`src/rtl/mhrk_pkg.sv`:
```
`timescale 1ns / 1ps

package mhrk_pkg;

  // Field widths of one beat on each side
  localparam int unsigned KIND_W   = 2;
  localparam int unsigned VALUE_W  = 32;
  localparam int unsigned STATUS_W = 2;
  localparam int unsigned OIDX_W   = 6;
  localparam int unsigned OCNT_W   = 7;

  // Item kinds
  localparam logic [KIND_W-1:0] KIND_CLEAR   = 2'd0;
  localparam logic [KIND_W-1:0] KIND_LOAD    = 2'd1;
  localparam logic [KIND_W-1:0] KIND_REPLACE = 2'd2;

  // Result status codes
  localparam logic [STATUS_W-1:0] STAT_OK   = 2'd0;
  localparam logic [STATUS_W-1:0] STAT_MISS = 2'd1;
  localparam logic [STATUS_W-1:0] STAT_FULL = 2'd2;

  typedef struct packed {
    logic [KIND_W-1:0]         kind;
    logic signed [VALUE_W-1:0] target_value;
    logic signed [VALUE_W-1:0] new_value;
  } mhrk_item_t;

  typedef struct packed {
    logic [STATUS_W-1:0]       status;
    logic [OIDX_W-1:0]         final_index;
    logic signed [VALUE_W-1:0] smallest_value;
    logic [OCNT_W-1:0]         element_count;
  } mhrk_result_t;

  // Controller states
  typedef enum logic [3:0] {
    S_IDLE,
    S_DECODE,
    S_CLEAR,
    S_LOAD,
    S_SCAN,
    S_UP_RD,
    S_UP_CMP,
    S_DN_L,
    S_DN_R,
    S_DN_RC,
    S_DN_CMP,
    S_FINAL,
    S_DONE
  } mhrk_state_t;

  // Datapath operations
  typedef enum logic [3:0] {
    OP_NONE,
    OP_ACCEPT,
    OP_CLEAR,
    OP_LOAD,
    OP_SCAN,
    OP_UP_RD,
    OP_UP_CMP,
    OP_DN_L,
    OP_DN_R,
    OP_DN_RC,
    OP_DN_CMP,
    OP_FINAL
  } mhrk_op_t;

  typedef struct packed {
    mhrk_op_t op;
  } mhrk_cmd_t;

  typedef struct packed {
    logic [KIND_W-1:0] kind;
    logic              hit;        // scanned entry equals target
    logic              miss;       // scan ran past the last entry
    logic              pos_zero;   // hole sits at the root
    logic              moved;      // sift-up moved at least once
    logic              up_less;    // new value below parent
    logic              left_ok;    // left child exists
    logic              right_ok;   // right child exists
    logic              dn_greater; // new value above smaller child
  } mhrk_stat_t;

endpackage

```
`src/rtl/mhrk_ram.sv`:
```
`timescale 1ns / 1ps

module mhrk_ram #(
  parameter int unsigned WIDTH = 32,
  parameter int unsigned DEPTH = 64
) (
  input  logic                     clk,
  input  logic                     we,
  input  logic [$clog2(DEPTH)-1:0] waddr,
  input  logic [WIDTH-1:0]         wdata,
  input  logic [$clog2(DEPTH)-1:0] raddr,
  output logic [WIDTH-1:0]         rdata
);

  logic [WIDTH-1:0] mem [DEPTH];

  // One write port, one registered read port
  always_ff @(posedge clk) begin
    if (we) begin
      mem[waddr] <= wdata;
    end
    rdata <= mem[raddr];
  end

endmodule

```
`src/rtl/mhrk_dp.sv`:
```
`timescale 1ns / 1ps

module mhrk_dp import mhrk_pkg::*; #(
  parameter int unsigned DEPTH = 64
) (
  input  logic         clk,
  input  logic         rst,
  input  mhrk_cmd_t    cmd,
  input  mhrk_item_t   item,
  output mhrk_stat_t   stat,
  output mhrk_result_t result
);

  localparam int unsigned IW = $clog2(DEPTH);
  localparam int unsigned CW = $clog2(DEPTH + 1);
  localparam int unsigned XW = IW + 2;

  // Item registers
  logic [KIND_W-1:0]         kind;
  logic signed [VALUE_W-1:0] target;
  logic signed [VALUE_W-1:0] value;

  // Heap bookkeeping
  logic [CW-1:0]             count;
  logic [IW-1:0]             pos;
  logic [IW-1:0]             scan;
  logic [IW-1:0]             cmp_addr;
  logic                      cmp_valid;
  logic                      moved;
  logic signed [VALUE_W-1:0] pick_val;
  logic [IW-1:0]             pick_idx;
  logic signed [VALUE_W-1:0] root;
  logic [STATUS_W-1:0]       status;

  // Memory port
  logic                      ram_we;
  logic [IW-1:0]             ram_waddr;
  logic signed [VALUE_W-1:0] ram_wdata;
  logic [IW-1:0]             ram_raddr;
  logic signed [VALUE_W-1:0] rdata;

  // Index arithmetic
  logic [CW-1:0] last;
  logic [IW-1:0] parent;
  logic [XW-1:0] left_x;
  logic [XW-1:0] right_x;
  logic [XW-1:0] count_x;
  logic          full;

  assign last    = count - CW'(1);
  assign parent  = IW'((pos - IW'(1)) >> 1);
  assign left_x  = XW'({pos, 1'b1});
  assign right_x = left_x + XW'(1);
  assign count_x = XW'(count);
  assign full    = (count == CW'(DEPTH));

  // Status toward the controller
  always_comb begin
    stat.kind       = kind;
    stat.hit        = cmp_valid && (rdata == target);
    stat.miss       = (count == '0) ||
                      (cmp_valid && (rdata != target) && (CW'(cmp_addr) == last));
    stat.pos_zero   = (pos == '0);
    stat.moved      = moved;
    stat.up_less    = (value < rdata);
    stat.left_ok    = (left_x < count_x);
    stat.right_ok   = (right_x < count_x);
    stat.dn_greater = (value > pick_val);
  end

  // Memory write and read address selection
  always_comb begin
    ram_we    = 1'b0;
    ram_waddr = pos;
    ram_wdata = value;
    ram_raddr = scan;
    unique case (cmd.op)
      OP_LOAD: begin
        ram_we    = !full;
        ram_waddr = count[IW-1:0];
      end
      OP_UP_RD:  ram_raddr = parent;
      OP_UP_CMP: begin
        ram_we    = stat.up_less;
        ram_wdata = rdata;
      end
      OP_DN_L:   ram_raddr = left_x[IW-1:0];
      OP_DN_R:   ram_raddr = right_x[IW-1:0];
      OP_DN_CMP: begin
        ram_we    = stat.dn_greater;
        ram_wdata = pick_val;
      end
      OP_FINAL:  ram_we = 1'b1;
      default: begin
      end
    endcase
  end

  mhrk_ram #(
    .WIDTH (VALUE_W),
    .DEPTH (DEPTH)
  ) u_ram (
    .clk   (clk),
    .we    (ram_we),
    .waddr (ram_waddr),
    .wdata (ram_wdata),
    .raddr (ram_raddr),
    .rdata (rdata)
  );

  // Control registers
  always_ff @(posedge clk) begin
    if (rst) begin
      count     <= '0;
      cmp_valid <= 1'b0;
      moved     <= 1'b0;
    end else begin
      unique case (cmd.op)
        OP_ACCEPT: begin
          cmp_valid <= 1'b0;
          moved     <= 1'b0;
        end
        OP_CLEAR: count <= '0;
        OP_LOAD: begin
          if (!full) begin
            count <= count + CW'(1);
          end
        end
        OP_SCAN: begin
          if (!stat.hit && !stat.miss) begin
            cmp_valid <= 1'b1;
          end
        end
        OP_UP_CMP: begin
          if (stat.up_less) begin
            moved <= 1'b1;
          end
        end
        default: begin
        end
      endcase
    end
  end

  // Payload registers
  always_ff @(posedge clk) begin
    unique case (cmd.op)
      OP_ACCEPT: begin
        kind   <= item.kind;
        target <= item.target_value;
        value  <= item.new_value;
        status <= STAT_OK;
        pos    <= '0;
        scan   <= '0;
      end
      OP_LOAD: begin
        if (full) begin
          status <= STAT_FULL;
        end else begin
          pos <= count[IW-1:0];
        end
      end
      OP_SCAN: begin
        if (stat.hit) begin
          pos <= cmp_addr;
        end else if (stat.miss) begin
          status <= STAT_MISS;
        end else begin
          cmp_addr <= scan;
          if (CW'(scan) != last) begin
            scan <= scan + IW'(1);
          end
        end
      end
      OP_UP_CMP: begin
        if (stat.up_less) begin
          pos <= parent;
        end
      end
      OP_DN_R: begin
        pick_val <= rdata;
        pick_idx <= left_x[IW-1:0];
      end
      OP_DN_RC: begin
        if (rdata < pick_val) begin
          pick_val <= rdata;
          pick_idx <= right_x[IW-1:0];
        end
      end
      OP_DN_CMP: begin
        if (stat.dn_greater) begin
          pos <= pick_idx;
        end
      end
      default: begin
      end
    endcase
    // Root mirror follows every write to entry zero
    if (ram_we && (ram_waddr == '0)) begin
      root <= ram_wdata;
    end
  end

  // Result fields
  always_comb begin
    result.status         = status;
    result.final_index    = OIDX_W'(pos);
    result.smallest_value = (count != '0) ? root : '0;
    result.element_count  = OCNT_W'(count);
  end

  a_count_bound: assert property (@(posedge clk) disable iff (rst)
    count <= CW'(DEPTH))
    else $error("entry count above depth");

  a_full_only_at_depth: assert property (@(posedge clk) disable iff (rst)
    (cmd.op == OP_LOAD) && (count != CW'(DEPTH)) |=> (status != STAT_FULL))
    else $error("full status with room left");

  a_miss_index_zero: assert property (@(posedge clk) disable iff (rst)
    (status == STAT_MISS) |-> (pos == '0))
    else $error("nonzero index on missing target");

endmodule

```
`src/rtl/mhrk_ctrl.sv`:
```
`timescale 1ns / 1ps

module mhrk_ctrl import mhrk_pkg::*; (
  input  logic       clk,
  input  logic       rst,
  input  logic       start,
  input  mhrk_stat_t stat,
  output mhrk_cmd_t  cmd,
  output logic       busy,
  output logic       strobe
);

  mhrk_state_t state;
  mhrk_state_t state_next;

  always_ff @(posedge clk) begin
    if (rst) begin
      state <= S_IDLE;
    end else begin
      state <= state_next;
    end
  end

  // Next state
  always_comb begin
    state_next = state;
    unique case (state)
      S_IDLE: begin
        if (start) begin
          state_next = S_DECODE;
        end
      end
      S_DECODE: begin
        unique case (stat.kind)
          KIND_CLEAR:   state_next = S_CLEAR;
          KIND_LOAD:    state_next = S_LOAD;
          KIND_REPLACE: state_next = S_SCAN;
          default:      state_next = S_DONE;
        endcase
      end
      S_CLEAR: state_next = S_DONE;
      S_LOAD:  state_next = S_DONE;
      S_SCAN: begin
        if (stat.hit) begin
          state_next = S_UP_RD;
        end else if (stat.miss) begin
          state_next = S_DONE;
        end
      end
      S_UP_RD: begin
        if (!stat.pos_zero) begin
          state_next = S_UP_CMP;
        end else if (stat.moved) begin
          state_next = S_FINAL;
        end else begin
          state_next = S_DN_L;
        end
      end
      S_UP_CMP: begin
        if (stat.up_less) begin
          state_next = S_UP_RD;
        end else if (stat.moved) begin
          state_next = S_FINAL;
        end else begin
          state_next = S_DN_L;
        end
      end
      S_DN_L:   state_next = stat.left_ok ? S_DN_R : S_FINAL;
      S_DN_R:   state_next = stat.right_ok ? S_DN_RC : S_DN_CMP;
      S_DN_RC:  state_next = S_DN_CMP;
      S_DN_CMP: state_next = stat.dn_greater ? S_DN_L : S_FINAL;
      S_FINAL:  state_next = S_DONE;
      S_DONE:   state_next = S_IDLE;
      default:  state_next = S_IDLE;
    endcase
  end

  // Outputs
  always_comb begin
    cmd.op = OP_NONE;
    busy   = (state != S_IDLE);
    strobe = (state == S_DONE);
    unique case (state)
      S_IDLE:   cmd.op = start ? OP_ACCEPT : OP_NONE;
      S_CLEAR:  cmd.op = OP_CLEAR;
      S_LOAD:   cmd.op = OP_LOAD;
      S_SCAN:   cmd.op = OP_SCAN;
      S_UP_RD:  cmd.op = OP_UP_RD;
      S_UP_CMP: cmd.op = OP_UP_CMP;
      S_DN_L:   cmd.op = OP_DN_L;
      S_DN_R:   cmd.op = OP_DN_R;
      S_DN_RC:  cmd.op = OP_DN_RC;
      S_DN_CMP: cmd.op = OP_DN_CMP;
      S_FINAL:  cmd.op = OP_FINAL;
      default:  cmd.op = OP_NONE;
    endcase
  end

  a_accept_decodes: assert property (@(posedge clk) disable iff (rst)
    (state == S_IDLE) && start |=> (state == S_DECODE))
    else $error("accepted beat not decoded");

  a_result_then_idle: assert property (@(posedge clk) disable iff (rst)
    strobe |=> !busy)
    else $error("busy after result beat");

endmodule

```
`src/rtl/min_heap_replace_key.sv`:
```
`timescale 1ns / 1ps

// Binary min-heap of signed 32-bit values with replace-key. A beat is taken
// when start is high and busy is low; exactly one result beat follows, shown
// for a single cycle with strobe high, and it cannot be held off by the
// receiver. Clear and load pass decode and their own state before the result,
// unused kinds go from decode straight to the result, and busy drops after the
// result before the next beat can be taken. A replace decodes, then scans the
// heap memory one entry per cycle until it finds a match or passes the last
// entry. The new value then sifts up, with a parent read and a compare per
// level, or down, with a read of each child, a pick of the smaller and a
// compare per level, and ends with the final write. The heap memory has a
// single read port. Loads must build a valid heap.
module min_heap_replace_key import mhrk_pkg::*; #(
  parameter int unsigned DEPTH = 64
) (
  input  logic         clk,
  input  logic         rst,
  input  logic         start,
  input  mhrk_item_t   item,
  output logic         busy,
  output logic         strobe,
  output mhrk_result_t result
);

  mhrk_cmd_t  cmd;
  mhrk_stat_t stat;

  mhrk_ctrl u_ctrl (
    .clk    (clk),
    .rst    (rst),
    .start  (start),
    .stat   (stat),
    .cmd    (cmd),
    .busy   (busy),
    .strobe (strobe)
  );

  mhrk_dp #(
    .DEPTH (DEPTH)
  ) u_dp (
    .clk    (clk),
    .rst    (rst),
    .cmd    (cmd),
    .item   (item),
    .stat   (stat),
    .result (result)
  );

endmodule

```
`config.mk`:
```
export PLATFORM = sky130hd
export DESIGN_NAME = min_heap_replace_key
export DESIGN_NICKNAME = d
export VERILOG_FILES = /design/src/rtl/mhrk_pkg.sv /design/src/rtl/mhrk_ram.sv /design/src/rtl/mhrk_dp.sv /design/src/rtl/mhrk_ctrl.sv /design/src/rtl/min_heap_replace_key.sv
export SDC_FILE = /design/constraint.sdc
export NUM_CORES = 2
export LEC_CHECK = 0
export BUFFER_PORTS_ARGS = -buffer_cell sky130_fd_sc_hd__buf_2
export CORE_UTILIZATION = 50
export CTS_BUF_LIST = sky130_fd_sc_hd__clkbuf_8
export DETAILED_ROUTE_END_ITERATION = 8
export HOLD_SLACK_MARGIN = 0.12
export PLACE_DENSITY = 0.66
export SETUP_SLACK_MARGIN = 0.15
export SLEW_MARGIN = 20
export SYNTH_ARGS = -nofsm -noshare
export SYNTH_HDL_FRONTEND = slang
export SYNTH_SLANG_ARGS = --single-unit
```
`constraint.sdc`:
```
create_clock -name clk -period 11.6 [get_ports clk]
set_clock_uncertainty 0.15 [all_clocks]
set_input_delay 2.32 -clock clk [delete_from_list [all_inputs] [get_ports clk]]
set_output_delay 2.32 -clock clk [all_outputs]
set_load 0.005 [all_outputs]
```
# ---- Yosys cells after proc, flatten, opt, wreduce, memory -nomap -nowiden
# Memory sizes are Yosys's and may differ from the RTL's. A register that Yosys moved wholly into a read port is not among the register bits.
# Index checks and enable logic that the tools add are counted.
dict set report totals {
  register_bits 169
  ramBits 2048
  inputBits 69
  out_inout_bits 49
  elab_cells 145
  n_memories 1
}
dict set report op_classes {
  n_addsub 5
  n_lt_le_gt_ge 5
  n_eq_ne 43
  mux 43
  bitwise_logic 2
  reduce_logical 32
}
# memory words width rd rd_ports_with_merged_regs wr line
set memory_table {}
lappend memory_table {u_dp.u_ram.mem 64 32 1 1 1 mhrk_ram.sv:15} ;# logic [WIDTH-1:0] mem [DEPTH];
# cell count
set op_table {}
lappend op_table {{32-bit case mux with 2 select lines} 2}
lappend op_table {{32-bit < comparator} 2}
lappend op_table {{32-bit 2-to-1 mux} 2}
lappend op_table {{6-bit 2-to-1 mux} 9}
lappend op_table {{4-bit case mux with 11 select lines} 1}
lappend op_table {{4-bit case mux with 10 select lines} 1}
lappend op_table {{4-bit equality test, second input constant} 9}
lappend op_table {{32-bit equality test} 1}
lappend op_table {{4-bit by 3-bit equality test with 1-bit output, second input constant} 8}
lappend op_table {{32-bit greater-than comparator} 1}
lappend op_table {{32-bit inequality test} 1}
lappend op_table {{6-bit case mux with 5 select lines} 1}
lappend op_table {{4-bit 2-to-1 mux} 7}
lappend op_table {{6-bit case mux with 2 select lines} 2}
lappend op_table {{6-bit case mux with 3 select lines} 1}
lappend op_table {{4-bit by 2-bit equality test with 1-bit output, second input constant} 4}
lappend op_table {{7-bit case mux with 2 select lines} 1}
lappend op_table {{6-bit zero test} 2}
lappend op_table {{2-bit by 1-bit inequality test with 1-bit output, second input constant} 6}
lappend op_table {{2-bit inequality test, second input constant} 6}
lappend op_table {{4-bit case mux with 3 select lines} 1}
lappend op_table {{2-bit 2-to-1 mux} 5}
lappend op_table {{2-bit AND reduction} 5}
lappend op_table {{7-bit by 1-bit adder with 8-bit output, second input constant} 1}
lappend op_table {{other kinds (34)} 51}

# ---- Logic depth before layout (Yosys ltp)
dict set report depth {
  ltp_word 8
  mapped_depth 18
}

# ---- Modules after synthesis
# Synthesis repeated with hierarchy kept, for this count alone.
dict set report unflattened {
  hier_cells 4303
  area_unflattened_um2 88890.3
}
# module n_inst cells_each area_each_um2 seq_area_each_um2
set by_module_without_submodules {}
lappend by_module_without_submodules {mhrk_ram 1 3324 78515.3 62139.6}
lappend by_module_without_submodules {mhrk_dp 1 917 9948.3 4864.7}
lappend by_module_without_submodules {mhrk_ctrl 1 62 426.7 80.1}

# ---- Worst setup path before layout
# OpenSTA, ideal clock, no wires.
dict set report synth_path {
  kind {input to register}
  startpoint {input port start}
  endpoint {memory u_dp.u_ram.mem[10][0] (enable)}
  setup_time_ns 0.421
  t_arrival_ns 5.276
  required_time_ns 11.029
  setup_slack_ns 5.753
  path_stages 6
  path_cell_list {and4bb_2 > a21o_1 > buf_2 > nor3_1 > o2111ai_1 > nor2_1}
}
dict set report synth_between {
  elab_chain_cells 6
}
# item line
set synth_lines {}
lappend synth_lines {{from (decl)} min_heap_replace_key.sv:19} ;# input logic start,
lappend synth_lines {{1-bit 2-to-1 mux *} mhrk_ctrl.sv:84} ;# S_IDLE: cmd.op = start ? OP_ACCEPT : OP_NONE;
lappend synth_lines {{4-bit case mux with 11 select lines *} mhrk_ctrl.sv:83} ;# unique case (state)
lappend synth_lines {{4-bit equality test, or another cell as far along} mhrk_dp.sv:77} ;# unique case (cmd.op)
lappend synth_lines {{1-bit case mux with 4 select lines} mhrk_dp.sv:77}
lappend synth_lines {{1-bit 2-to-1 mux} mhrk_ram.sv:19} ;# if (we) begin
lappend synth_lines {{1-bit 2-to-1 mux (not written as such)} mhrk_ram.sv:20} ;# mem[waddr] <= wdata;
lappend synth_lines {{to (decl)} mhrk_ram.sv:15}
# Mark *: on every way between the ends. The rest lies on a longest branch, timed or not.

# ---- Final worst setup path
dict set report layout_path {
  startpoint {input port start}
  endpoint {register u_dp.u_ram.rdata[7] (read register of u_dp.u_ram.mem)}
}
dict set report layout_between {
  elab_chain_cells 4
}
# item line
set layout_lines {}
lappend layout_lines {{1-bit 2-to-1 mux *} mhrk_ctrl.sv:84}
lappend layout_lines {{4-bit case mux with 11 select lines *} mhrk_ctrl.sv:83}
lappend layout_lines {{4-bit equality test / 4-bit by 3-bit equality test with 1-bit output (equally long branches)} mhrk_dp.sv:77}
lappend layout_lines {{6-bit case mux with 3 select lines *} mhrk_dp.sv:77}
lappend layout_lines {{to (decl)} mhrk_ram.sv:12} ;# output logic [WIDTH-1:0] rdata
# Marked as above.
# A chain may end at the register's enable or synchronous reset.

==> summary.txt <==
Power and ir drop
  – Worst VDD drop: 0.362 mV
  – Tot Pwr: approximately 31000 uW
  – Leak pwr: 0.0361 uW
  – Power per standard cell area: 304 nW/um2

Clock network
  – Clk pin slew, worst setup/hold paths: approximately 60 ps
  – CTS tree: built
  – Clk_lat worst skew: 1060 ps
  – Post-CTS Setup Inserts: 0
  – Post_cts resized: 0
  – Sink Count: 2249
  – Clock Tree Root: clkbuf_8
  – Max Buffers Root-to-Sink: 4
  – # hold bufs at CTS: 0
  – H-tree levels: 5
  – Num CTS Buffers: 373

Detailed routing
  – WL final: about 280 mm
  – Vias post-DR: about 62000
  – Post-route DRC: 0
  – Detailed router's first-iteration violation count: 8512
  – First-pass detailed-route iteration total: 9
  – Detail Route Antenna Nets: 0
  – WL/cell: 27.9 um
  – Via density: 6.15

STA
  – # setup viols final: 0
  – RSZ-0062 raised after global routing: no
  – Fin crit period: 6600 ps
  – Fin. max-slew vios: 0
  – PnR worst setup slack: between 4000 and 5000 ps
  – WHS: 380 ps
  – TNS Setup: 0 ps
  – Slew Limit Headroom: 20.1%
  – Fmax: 151 MHz
  – Fin. Hold Viols: 0
  – Worst slew pin tran: 1200 ps
  – Final period utilization: 56.9%

Critical path
  – Worst R2R Setup Slack: 5190 ps
  – Cell mode on critical path: buf_4
  – R2R cell count: 14
  – Reg2reg start: u_ctrl.state[3]$_SDFFE_PP0P_
  – Slowest-stage cell, CP: a21o_4
  – CP startpoint kind: input port
  – Critical Path End Type: flip-flop
  – RR Endpoint: u_dp.u_ram.rdata[7]$_DFF_P_
  – Critical Setup Path Class: in -> reg
  – Largest stage delay on the critical path: 660 ps
  – Worst path cell trace: buf_2, and4bb_2, o21a_1, a211oi_4, buf_4, a21o_4, buf_4, nand3_2, buf_4, o22ai_1, nor4_1, a31oi_1, o221ai_1, nor3_1
  – Highest net fanout along the worst path: 54
  – Worst endpoint required time: 12380 ps
  – Arrival time at the worst endpoint: 7380 ps

Global route
  – GRT Total Usage: 29.7%
  – Busiest grt layer: met2
  – Routing usage on met3: under 10%
  – Pin count of the biggest net entering global routing: 173
  – GRT met2 Usage: between 40% and 50%
  – Met1 usage: 40.2%
  – Remaining Overflow, GRT: 0
  – Vias in the first global route: 58961
  – First-pass GRT wire length: around 400 mm
  – Initial antenna violation count: 21

Final layout
  – P&R area growth vs syn: 11.7%
  – Nets: between 7000 and 8000
  – Layout cell share with drive strength beyond 1: 12.3%

Synth
  – Cell taking the most area after synthesis: edfxtp_1
  – Synth cell types: 80
  – Synth Instances: 7077
  – Sequential share of the synthesized area: 72.8%
  – Synth top area cells: edfxtp_1 (72%), nand2_1 (7.7%), nand3_1 (4.2%), ha_1 (1.6%), buf_2 (1.2%)
  – Syn Nets: 7263
  – Flops & latches, synth: 2249
  – EDFF count, synth: 2204
  – Cell Area, Synth: 92200 um2
  – Commonest cells post-synth: edfxtp_1 (2204), nand2_1 (1887), nand3_1 (769)
  – Post-synth ARST share: 0%
  – Syn Area/Cell: roughly 13 um2
  – Top cell type's share of synthesized area: a little under three quarters
  – Yosys warning total: 0
  – Synth Flop Type: edfxtp_1
  – Count leader, synth: edfxtp_1

Run status
  – Status: completed

Worst hold path
  – Min-delay src: u_dp.scan[3]$_SDFFCE_PN0P_
  – Hold depth: 0
  – WHS Endpoint: u_dp.cmp_addr[3]$_DFFE_PP_
  – Min-Delay Path Class: reg -> reg

Placement
  – # port buffers: ~120
  – GPL Wtd Cong: 0.899
  – Place WS: 4110 ps
  – Post-DP HPWL: 155 mm

Floorplan
  – Starting Density: between 50 and 60%
  – Core area: 183000 um2
  – Die area: between 150000 and 200000 um2
  – DIE WIDTH: ~430 um
  – Site row count: 157
  – Die height: around 430 um
  – Boundary Pins: 118

Flow run
  – Max_cap viols: 0
==> layout make-up <==
type / instances / area (um2)
fill: 14719 / 80100
sequential: 2249 / 67100
multi-input combinational: 4259 / 23300
clock buffer: 397 / 5460
tap: 2464 / 3080
timing repair buffer: 313 / 2330
clock inverter: 256 / 1150
inverter: 126 / 473
antenna: 10 / 25.0
==> worst max-delay path, delay by kind of cell <==
| family | cells | cell delay, ps |
|---|---|---|
| simple gates | 4 | 1010 |
| buf+inv | 4 | 1590 |
| compound gates | 6 | 2390 |
==> cells by family after synthesis <==
logic type / after synthesis / synth area share (%)
buffers and inverters: 569 / 2.85
flip-flops: 2249 / 72.8
multiplexers: 78 / 0.848
AND/OR/NAND/NOR: 3159 / 14.9
AO/OA/AOI/OAI: 836 / 6.38
XOR/XNOR: 69 / 0.655
adder cells (fa/ha/maj): 117 / 1.59
==> cells in the final DEF, fill, tap and decap left out, types with 83 or more instances in the layout <==
cell	Yosys	final
nand2_1	1887	1886
a311oi_1	113	113
a31oi_1	147	141
edfxtp_1	2204	2204
a21oi_1	201	200
nor3_1	83	83
ha_1	117	117
nand3_1	769	769
buf_4	43	175
clkbuf_8	0	397
and3_1	115	115
inv_1	123	247
buf_2	215	117
==> per-layer routing <==
layer | up-vias | share of wire [%] | wire (um)
met5 | - | 0.024 | 68
met4 | 10 | 4.9 | 13800
met3 | 653 | 11 | 31000
met2 | 3751 | 46 | 128000
met1 | 30744 | 38 | 108000
li1 | 26753 | - | -
==> state kept, by name, indices dropped and copies added (netlist names), 4 cells and up <==
name	flops
u_dp.u_ram.mem	2048
u_dp.pick_val	32
u_dp.root	32
u_dp.target	32
u_dp.u_ram.rdata	32
u_dp.value	32
u_dp.count	7
u_dp.cmp_addr	6
u_dp.pick_idx	6
u_dp.pos	6
u_dp.scan	6
u_ctrl.state	4
==> through the flow <==
step,utilization [%],area [um2],instances
floorplan,-,92200,7077
global placement,52.6,96200,9409
detailed placement,52.6,96300,9410
CTS,56.2,103000,10063
global route,56.2,103000,10068
finish,56.2,103000,10074
==> how the worst max path moves through the flow <==
stage          startpoint                              end  slack (ps)  cells after the start
2_1_floorplan       start  u_dp.u_ram.mem[10][0]$_DFFE_PP_        5750                      6
3_3_place_gp        start      u_dp.u_ram.rdata[7]$_DFF_P_        4060                     13
3_5_place_dp        start      u_dp.u_ram.rdata[7]$_DFF_P_        4110                     13
4_1_cts             start      u_dp.u_ram.rdata[7]$_DFF_P_        5200                     13
5_1_grt             start      u_dp.u_ram.rdata[7]$_DFF_P_        4930                     14
6_report            start      u_dp.u_ram.rdata[7]$_DFF_P_        5000                     14
==> report_power, final <==
part	internal [uW]	total (uW)	switching, uW
clock	3230	6340	3110
combinational	3900	14400	10500
sequential	9990	10600	564
Note: power is estimated with default switching activity, not from simulation.
